`src/sv/bre_pkg.sv`:
```
`timescale 1ns / 1ps
`default_nettype none
// ---------------------------------------------------------------------------
// bre_pkg
// Shared types and constants of the battery runtime estimator.
// ---------------------------------------------------------------------------
package bre_pkg;
	localparam int DEPTH_DEF = 64;
	localparam int FRAC_DEF = 16;
	localparam logic [6:0] WINDOW_RESET = 7'd50;
	localparam logic [7:0] LEVEL_UNKNOWN = 8'd255;
	localparam logic [6:0] LEVEL_MAX = 7'd100;

	// request handed from the front to the back
	typedef struct packed {
		logic       recorded;
		logic [6:0] level;
	} job_t;

	typedef enum logic [2:0] {
		BK_IDLE, BK_READ, BK_PAIR, BK_DIV, BK_AVG, BK_MUL, BK_DONE
	} bk_state_t;
endpackage
`default_nettype wire

```
`src/sv/bre_front.sv`:
```
`timescale 1ns / 1ps
`default_nettype none
// ---------------------------------------------------------------------------
// bre_front
// Classifies samples, updates the history ring and hands a request onward.
// ---------------------------------------------------------------------------
module bre_front #(
	parameter int DEPTH = bre_pkg::DEPTH_DEF,
	localparam int AW = $clog2(DEPTH),
	localparam int CW = $clog2(DEPTH + 1)
) (
	input  wire logic                clk,
	input  wire logic                arst_n,
	input  wire logic [6:0]          window_points,
	input  wire logic                in_valid,
	output logic                     in_stall,
	input  wire logic                charging,
	input  wire logic [7:0]          percent,
	input  wire logic [31:0]         timestamp_s,
	output logic                     job_valid,
	input  wire logic                job_stall,
	output bre_pkg::job_t            job,
	output logic [AW-1:0]            oldest,
	output logic [CW-1:0]            count,
	input  wire logic [AW-1:0]       rd_addr,
	output logic [31:0]              rd_time,
	output logic [6:0]               rd_level
);
	import bre_pkg::*;

	logic [31:0] time_mem [DEPTH];
	logic [6:0]  level_mem [DEPTH];
	logic [AW-1:0] oldest_q;
	logic [CW-1:0] count_q;
	logic [7:0]    last_q;
	logic          full_q;
	job_t          job_q;

	logic          take;
	logic [6:0]    pct;
	logic [CW-1:0] cnt0, cnt1, weff;
	logic [AW-1:0] old1, pos;
	logic          acc;

	// ring index from a sum below twice the depth
	function automatic logic [AW-1:0] wrap_idx(input int unsigned x);
		return (x >= DEPTH) ? AW'(x - DEPTH) : AW'(x);
	endfunction

	assign in_stall = full_q;
	assign acc = in_valid && !full_q;
	assign pct = (percent > {1'b0, LEVEL_MAX}) ? LEVEL_MAX : percent[6:0];

	always_comb begin
		weff = (window_points < 7'd2) ? CW'(2) :
			((32'(window_points) > DEPTH) ? CW'(DEPTH) : CW'(window_points));
		take = 1'b0;
		cnt0 = count_q;
		if (charging) begin
			cnt0 = '0;
		end else if (percent != LEVEL_UNKNOWN) begin
			take = 1'b1;
			if (last_q != LEVEL_UNKNOWN) begin
				if ({1'b0, pct} == last_q) take = 1'b0;
				else if ({1'b0, pct} > last_q) cnt0 = '0;
			end
		end
		old1 = oldest_q;
		cnt1 = cnt0;
		pos = wrap_idx(32'(oldest_q) + 32'(cnt0));
		if (take) begin
			if (32'(cnt0) >= DEPTH) begin
				pos = oldest_q;
				old1 = wrap_idx(32'(oldest_q) + 32'd1);
			end else begin
				cnt1 = cnt0 + CW'(1);
			end
			// window holds at most one extra after appending, unless shrunk
			if (cnt1 > weff) begin
				old1 = wrap_idx(32'(old1) + 32'(cnt1) - 32'(weff));
				cnt1 = weff;
			end
		end
	end

	always_ff @(posedge clk) begin
		if (acc && take) begin
			time_mem[pos] <= timestamp_s;
			level_mem[pos] <= pct;
		end
		rd_time <= time_mem[rd_addr];
		rd_level <= level_mem[rd_addr];
	end

	always_ff @(posedge clk or negedge arst_n) begin
		if (!arst_n) begin
			oldest_q <= '0;
			count_q <= '0;
			last_q <= LEVEL_UNKNOWN;
			full_q <= 1'b0;
			job_q <= '0;
		end else begin
			if (acc) begin
				oldest_q <= old1;
				count_q <= cnt1;
				if (take) last_q <= {1'b0, pct};
				job_q.recorded <= take;
				job_q.level <= take ? pct : last_q[6:0];
				full_q <= 1'b1;
			end else if (full_q && !job_stall) begin
				full_q <= 1'b0;
			end
		end
	end

	assign job_valid = full_q;
	assign job = job_q;
	assign oldest = oldest_q;
	assign count = count_q;
endmodule
`default_nettype wire

```
`src/sv/bre_back.sv`:
```
`timescale 1ns / 1ps
`default_nettype none
// ---------------------------------------------------------------------------
// bre_back
// Walks adjacent pairs with a serial divider, averages and scales.
// ---------------------------------------------------------------------------
module bre_back #(
	parameter int DEPTH = bre_pkg::DEPTH_DEF,
	parameter int FRAC = bre_pkg::FRAC_DEF,
	localparam int AW = $clog2(DEPTH),
	localparam int CW = $clog2(DEPTH + 1)
) (
	input  wire logic          clk,
	input  wire logic          arst_n,
	input  wire logic          job_valid,
	output logic               job_stall,
	input  wire bre_pkg::job_t job,
	input  wire logic [AW-1:0] oldest,
	input  wire logic [CW-1:0] count,
	output logic [AW-1:0]      rd_addr,
	input  wire logic [31:0]   rd_time,
	input  wire logic [6:0]    rd_level,
	output logic               out_valid,
	input  wire logic          out_stall,
	output logic [31:0]        remaining_s,
	output logic [6:0]         points_held,
	output logic               recorded
);
	import bre_pkg::*;

	localparam int DW = 64;

	bk_state_t state_q, state_d;
	logic [CW-1:0] k_q;
	logic [31:0]   ta_q;
	logic [6:0]    la_q;
	logic          first_q;
	logic [DW-1:0] num_q, quo_q, sum_q;
	logic [DW:0]   rem_q;
	logic [DW-1:0] den_q;
	logic [6:0]    bit_q;
	logic          avg_q;
	logic [6:0]    lvl_q;
	logic [71:0]   prod_q;
	logic          rec_q;
	logic [6:0]    held_q;
	logic [31:0]   res_out_q;
	logic [6:0]    held_out_q;
	logic          rec_out_q;

	logic [DW:0]   rem_sh;
	logic          out_busy, finish, last_pair, walk_done;
	logic [31:0]   res_d;
	logic [DW-1:0] ratio_fin;
	logic [DW:0]   sum_fin;

	// ring index from a sum below twice the depth
	function automatic logic [AW-1:0] wrap_idx(input int unsigned x);
		return (x >= DEPTH) ? AW'(x - DEPTH) : AW'(x);
	endfunction

	assign out_busy = out_valid && out_stall;
	assign finish = (state_q == BK_DONE) && !out_busy;
	// request stays in the front until its result leaves, so the ring holds still
	assign job_stall = !finish;
	assign rd_addr = wrap_idx(32'(oldest) + 32'(k_q));
	assign rem_sh = {rem_q[DW-1:0], num_q[DW-1]};
	assign last_pair = (32'(k_q) + 1 >= 32'(count));
	assign walk_done = (32'(k_q) >= 32'(count));
	assign res_d = (count < CW'(2)) ? '0 :
		((|prod_q[71:32+FRAC]) ? 32'hFFFF_FFFF : prod_q[32+FRAC-1:FRAC]);

	always_comb begin
		state_d = state_q;
		case (state_q)
			BK_IDLE: if (job_valid) state_d = (count < CW'(2)) ? BK_DONE : BK_READ;
			BK_READ: state_d = BK_PAIR;
			BK_PAIR: begin
				if (first_q) state_d = BK_READ;
				else if (ta_q <= rd_time && la_q > rd_level) state_d = BK_DIV;
				else state_d = last_pair ? BK_AVG : BK_READ;
			end
			BK_DIV: if (bit_q == 7'd0) state_d = avg_q ? BK_MUL : (walk_done ? BK_AVG : BK_READ);
			BK_AVG: state_d = BK_DIV;
			BK_MUL: state_d = BK_DONE;
			BK_DONE: if (!out_busy) state_d = BK_IDLE;
			default: state_d = BK_IDLE;
		endcase
	end

	always_ff @(posedge clk or negedge arst_n) begin
		if (!arst_n) begin
			state_q <= BK_IDLE;
			out_valid <= 1'b0;
		end else begin
			state_q <= state_d;
			if (finish) out_valid <= 1'b1;
			else if (out_valid && !out_stall) out_valid <= 1'b0;
		end
	end

	always_ff @(posedge clk) begin
		if (finish) begin
			res_out_q <= res_d;
			held_out_q <= held_q;
			rec_out_q <= rec_q;
		end
	end

	always_ff @(posedge clk) begin
		case (state_q)
			BK_IDLE: begin
				k_q <= '0;
				first_q <= 1'b1;
				avg_q <= 1'b0;
				rec_q <= job.recorded;
				lvl_q <= job.level;
				held_q <= 7'(count);
			end
			BK_READ: ;
			BK_PAIR: begin
				ta_q <= rd_time;
				la_q <= rd_level;
				first_q <= 1'b0;
				if (!first_q && ta_q <= rd_time && la_q > rd_level) begin
					num_q <= DW'(rd_time - ta_q) << FRAC;
					den_q <= DW'(la_q - rd_level);
					rem_q <= '0;
					bit_q <= 7'(DW - 1);
				end
				k_q <= k_q + CW'(1);
			end
			BK_DIV: begin
				// restoring division, one quotient bit per cycle
				if (rem_sh >= {1'b0, den_q}) begin
					rem_q <= rem_sh - {1'b0, den_q};
					quo_q <= {quo_q[DW-2:0], 1'b1};
				end else begin
					rem_q <= rem_sh;
					quo_q <= {quo_q[DW-2:0], 1'b0};
				end
				num_q <= num_q << 1;
				bit_q <= bit_q - 7'd1;
			end
			BK_AVG: begin
				num_q <= sum_q;
				den_q <= DW'(count - CW'(1));
				rem_q <= '0;
				bit_q <= 7'(DW - 1);
				avg_q <= 1'b1;
			end
			BK_MUL: begin
				prod_q <= 72'(quo_q) * 72'(lvl_q);
			end
			BK_DONE: ;
			default: ;
		endcase
	end

	// accumulate the just finished ratio with saturation
	assign ratio_fin = {quo_q[DW-2:0], (rem_sh >= {1'b0, den_q})};
	assign sum_fin = {1'b0, sum_q} + {1'b0, ratio_fin};
	always_ff @(posedge clk) begin
		if (state_q == BK_DIV && bit_q == 7'd0 && !avg_q)
			sum_q <= sum_fin[DW] ? {DW{1'b1}} : sum_fin[DW-1:0];
		else if (state_q == BK_IDLE)
			sum_q <= '0;
	end

	assign remaining_s = res_out_q;
	assign points_held = held_out_q;
	assign recorded = rec_out_q;
endmodule
`default_nettype wire

```
`src/sv/battery_runtime_estimator_unit.sv`:
```
`timescale 1ns / 1ps
`default_nettype none
// ---------------------------------------------------------------------------
// battery_runtime_estimator_unit
// Keeps a window of discharge samples and estimates remaining runtime.
// ---------------------------------------------------------------------------
// channel  | handshake              | payload
// in       | in_valid / in_stall    | charging, percent, timestamp_s
// out      | out_valid / out_stall  | remaining_s, points_held, recorded
// cfg      | window_points_we       | window_points_wdata
// From accept to result, the back end reads adjacent pairs in turn and passes
// each falling pair through the serial 64-bit divider, then averages the
// ratios and scales them by the level. With fewer than two points it skips this.
// Reset clears counters and control; the sample memories are not cleared.
// The front holds a request until its result leaves the back end, so a
// stalled output stalls the input; the next request is taken in the cycle after.
// ---------------------------------------------------------------------------
module battery_runtime_estimator_unit #(
	parameter int HISTORY_DEPTH = bre_pkg::DEPTH_DEF,
	parameter int FRACTION_BITS = bre_pkg::FRAC_DEF
) (
	input  wire logic        clk,
	input  wire logic        arst_n,
	input  wire logic        window_points_we,
	input  wire logic [6:0]  window_points_wdata,
	input  wire logic        in_valid,
	output logic             in_stall,
	input  wire logic        charging,
	input  wire logic [7:0]  percent,
	input  wire logic [31:0] timestamp_s,
	output logic             out_valid,
	input  wire logic        out_stall,
	output logic [31:0]      remaining_s,
	output logic [6:0]       points_held,
	output logic             recorded
);
	import bre_pkg::*;

	localparam int AW = $clog2(HISTORY_DEPTH);
	localparam int CW = $clog2(HISTORY_DEPTH + 1);

	logic [6:0]    window_q;
	logic          job_valid, job_stall;
	job_t          job;
	logic [AW-1:0] oldest, rd_addr;
	logic [CW-1:0] count;
	logic [31:0]   rd_time;
	logic [6:0]    rd_level;

	always_ff @(posedge clk or negedge arst_n) begin
		if (!arst_n) window_q <= WINDOW_RESET;
		else if (window_points_we) window_q <= window_points_wdata;
	end

	bre_front #(.DEPTH(HISTORY_DEPTH)) u_front (
		.clk, .arst_n, .window_points(window_q),
		.in_valid, .in_stall, .charging, .percent, .timestamp_s,
		.job_valid, .job_stall, .job, .oldest, .count,
		.rd_addr, .rd_time, .rd_level
	);

	bre_back #(.DEPTH(HISTORY_DEPTH), .FRAC(FRACTION_BITS)) u_back (
		.clk, .arst_n, .job_valid, .job_stall, .job, .oldest, .count,
		.rd_addr, .rd_time, .rd_level,
		.out_valid, .out_stall, .remaining_s, .points_held, .recorded
	);
endmodule
`default_nettype wire
```
`config.mk`:
```
export PLATFORM = sky130hd
export DESIGN_NAME = battery_runtime_estimator_unit
export DESIGN_NICKNAME = d
export VERILOG_FILES = /design/src/sv/bre_pkg.sv /design/src/sv/bre_front.sv /design/src/sv/bre_back.sv /design/src/sv/battery_runtime_estimator_unit.sv
export SDC_FILE = /design/constraint.sdc
export NUM_CORES = 2
export LEC_CHECK = 0
export ABC_AREA = 0
export ABC_CLOCK_PERIOD_IN_PS = 9400
export BUFFER_PORTS_ARGS = -buffer_cell sky130_fd_sc_hd__buf_2
export CAP_MARGIN = 20
export CORE_UTILIZATION = 55
export DETAILED_ROUTE_END_ITERATION = 6
export GPL_ROUTABILITY_DRIVEN = 0
export MAX_ROUTING_LAYER = met4
export PLACE_DENSITY_LB_ADDON = 0.3
export SLEW_MARGIN = 20
export SYNTH_ARGS = -nofsm -noshare
export SYNTH_HDL_FRONTEND = slang
export SYNTH_SLANG_ARGS = --single-unit
```
`constraint.sdc`:
```
create_clock -name clk -period 9.4 [get_ports clk]
set_input_delay 1.41 -clock clk [delete_from_list [all_inputs] [get_ports clk]]
set_output_delay 1.41 -clock clk [all_outputs]
set_load 0.05 [all_outputs]
```
==> results.toml <==
[run_status]
status = "finished, final reports clean"

[grt]
antenna_found_initial = 19
overflow = 0
grt_max_degree = 126
grt_first_pass_wirelength_mm = 495.8
grt_pass1_vias = 76300
track_usage_pct = 27.62

[power]
p_comb_share_pct = 34.3
ir_drop_uv = 453.3
p_sw_share_pct = 32.76
netSwitchingPower_w = 0.01379
power.leakage_nw = 52.60
power_frac_clock_pct = 29.7
internal-power_w = 0.02830
pwr_density_cell_nw_per_um2 = 276.3
p_seq_share_pct = 36.0

[sta]
tns_ns = 0
slew_violations = 0
max_freq_mhz = 127.2
tightest_slew_ns = 1.228
finalHoldViolCount = 0
fin_crit_sh_pct = 83.61
whs_ns = 0.4203
fin_skew_ns = 0.08270
rsz0062_at_grt = "no"
finalSetupViolCount = 0
slew_headroom_pct = 17.63
period_minus_slack_ns = 7.859

[cts]
clockBufferDepth = 4
cts_tree = "yes"
ctsHoldBuffers = 0
clk_pin_slew_ns = 0.06
cts_buffers = 322
cts-htree-levels = 5
insertion_delay_ns = 0.97
cts_resized = 0
post-cts-setup-buffers = 0
cts_sinks = 3005
cts_root_buffer = "clkbuf_16"

[detailed_routing]
postRouteAntennaNets = 0
via_per_inst = 6.399
first_pass_iters = 7
avgRoutedWirePerCell_um = 28.45
wl_mm = 333.0
vias = 74900
first_iter_violations = 8677
drc = 0

[cells_and_area]
ff_latch_area_sq_um = 89650
multi_input_area_sq_um = 44870
layout-drive-gt1-share_pct = 20.10
fillers = 17160
fin_nets = 8817
area_growth_pct = 11.49

[logic_synthesis]
yosysUniqueCellTypes = 94
syn_area_per_cell_sq_um = 17.29
ys_ff_latch = 3005
synth_area_sq_um = 136600
synth-warning-count = 0
synth_top_area_share_pct = 64.28
synth_ff_type = "edfxtp_1"
seq_area_frac_synth_pct = 65.61
synth_edf_count = 2925
synth_top_cell_by_area = "edfxtp_1"
syn_inst = 7902
syn_nets = 8578
synthArstFlopShare_pct = 1.364
synthTopCellsByArea = "edfxtp_1 64%, mux4_2 13%, fa_1 4.7%, ha_1 2.8%, nand2_1 1.7%"

[placement]
io_buffers = 94
hpwlAfterDp_mm = 201.6

[worst_setup_path]
end_kind = "flip-flop"
startpoint_type = "flip-flop"
required_ns = 10.01
criticalPathCategory = "flip-flop to flip-flop"
crit_arrival_ns = 8.47
cp_top_family = "compound AO/OA/AOI/OAI gates"
cp_slowest_cell = "or4_4"
path_max_fanout = 30
cp_num_buf_inv = 2
max_stage_delay_ns = 0.54

[floorplan]
initial_core_util_pct = 55.46
die_area_sq_um = 250400
num_io_pins = 95
die-height_um = 500.4
core_sq_um = 246400
fp.dieW_um = 500.4
floorplan.rows = 182

[run]
max_cap_viol_count = 0

[worst_hold_path]
hp-class = "flip-flop to flip-flop"
==> worst paths after layout <==
kind                                       start                 to  slack, ns  cells after the start
worst max register to register  u_back.den_q[62]   u_back.sum_q[62]       1.54                     27
max in group asynchronous                 arst_n  u_front.oldest[3]       8.42                      1
worst min register to register      u_back.rec_q    u_back.recorded       0.42                      0
worst max-delay path            u_back.den_q[62]   u_back.sum_q[62]       1.54                     27
min in group asynchronous                 arst_n        window_q[0]       0.48                      1
worst min-delay path                u_back.rec_q    u_back.recorded       0.42                      0
==> worst register-to-register path, cell delays in order (launching register included) <==
cell and delay [ns]:
edfxtp_1 0.37, inv_2 0.51, ha_1 0.37, nand4_1 0.19
nor2_1 0.17, o31a_2 0.18, o211ai_4 0.11, o311ai_4 0.30
a211oi_2 0.20, or4_4 0.55, a211oi_4 0.41, a21boi_2 0.14
o21ai_4 0.18, ha_1 0.22, inv_1 0.07, fa_1 0.40
nor2b_1 0.18, o31a_1 0.19, o21ai_0 0.30, o21ai_0 0.51
a31o_2 0.29, a31oi_1 0.18, o31ai_1 0.44, a21oi_1 0.18
o31a_1 0.33, o31ai_1 0.34, xnor2_1 0.16, a21oi_1 0.08
==> synthesized netlist by cell type (all sizes together), types with 116 or more instances <==
master and count:
ha 304, mux4 780, clkbuf 277, o21ai 200, inv 348, fa 319, a21o 143, and2 116
nand2 606, a21oi 352, xnor2 137, nor2 262, edfxtp 2925
==> registers in the layout, summed over array words and instances, names as in the netlist, 55 cells and up <==
signal / flops
u_back.prod_q: 55
u_back.quo_q: 64
u_front.time_mem: 2048
u_back.rem_q: 64
u_back.sum_q: 64
u_front.level_mem: 448
u_back.num_q: 64
==> layout by cell type (no fill, tap or decap), types with 39 or more instances in the layout <==
| cell type | netlist | layout |
|---|---|---|
| o21ai_0 | 190 | 189 |
| inv_1 | 347 | 342 |
| clkbuf_16 | 0 | 330 |
| a21o_1 | 143 | 143 |
| nor2_1 | 262 | 198 |
| mux4_2 | 780 | 780 |
| buf_4 | 2 | 167 |
| buf_2 | 6 | 93 |
| nand4_1 | 50 | 50 |
| ha_1 | 304 | 303 |
| dfxtp_1 | 39 | 39 |
| and2_1 | 115 | 112 |
| clkbuf_1 | 275 | 57 |
| xor2_1 | 93 | 93 |
| mux2i_1 | 93 | 93 |
| o21a_1 | 58 | 58 |
| a21oi_1 | 351 | 350 |
| nor3_1 | 39 | 39 |
| xnor2_1 | 137 | 133 |
| fa_1 | 319 | 318 |
| a211oi_1 | 64 | 59 |
| clkinv_1 | 2 | 57 |
| nor2_4 | 0 | 64 |
| edfxtp_1 | 2925 | 2925 |
| nand3_1 | 68 | 67 |
| nor2b_1 | 78 | 78 |
| nand2_1 | 605 | 605 |
| clkinv_2 | 0 | 54 |
==> routing by layer <==
metal,vias up,wire [um],track usage (%)
met5,-,0,-
met4,0,9862,8.202
met3,559,27200,3.955
met2,3704,165500,44.63
met1,39170,130400,36.76
li1,31470,-,-
==> cell type report <==
type                            count  share of cell area [%]
Sequential cell                  3005                   58.85
Multi-Input combinational cell   4185                   29.45
Clock buffer                      393                   5.615
Tap cell                         3312                   2.720
Timing Repair Buffer              277                   1.352
Clock inverter                    172                   1.128
Inverter                          350                  0.8640
Antenna cell                       11                 0.01807
==> through the flow <==
| stage | power [W] | setup WS, ns | utilization, % | cells | instance area, sq um |
|---|---|---|---|---|---|
| after floorplan | 0.02426 | 1.269 | - | 7902 | 136600 |
| after global placement | 0.02964 | 1.607 | 57.64 | 11130 | 142000 |
| after detailed placement | 0.02971 | 1.692 | 57.64 | 11130 | 142000 |
| after CTS | 0.04221 | 1.673 | 61.81 | 11690 | 152300 |
| after global routing | 0.04328 | 1.056 | 61.83 | 11700 | 152300 |
| final | 0.04209 | 1.541 | 61.83 | 11710 | 152300 |
==> cell families after synthesis <==
kind of cell | synth area share [%]
flops | 65.61
simple gates | 4.559
compound gates | 5.307
mux | 13.58
buf+inv | 2.010
fa+ha+maj | 7.457
xor+xnor | 1.474
==> power groups by stage <==
stage | clock network, W | logic (W) | registers, W
floorplan | 0 | 0.00897 | 0.0153
global placement | 0 | 0.0142 | 0.0154
detailed placement | 0 | 0.0143 | 0.0154
CTS | 0.0126 | 0.0144 | 0.0151
global route | 0.0131 | 0.0150 | 0.0152
finish | 0.0125 | 0.0145 | 0.0152
No activity file was read; power rests on OpenSTA's default activity.
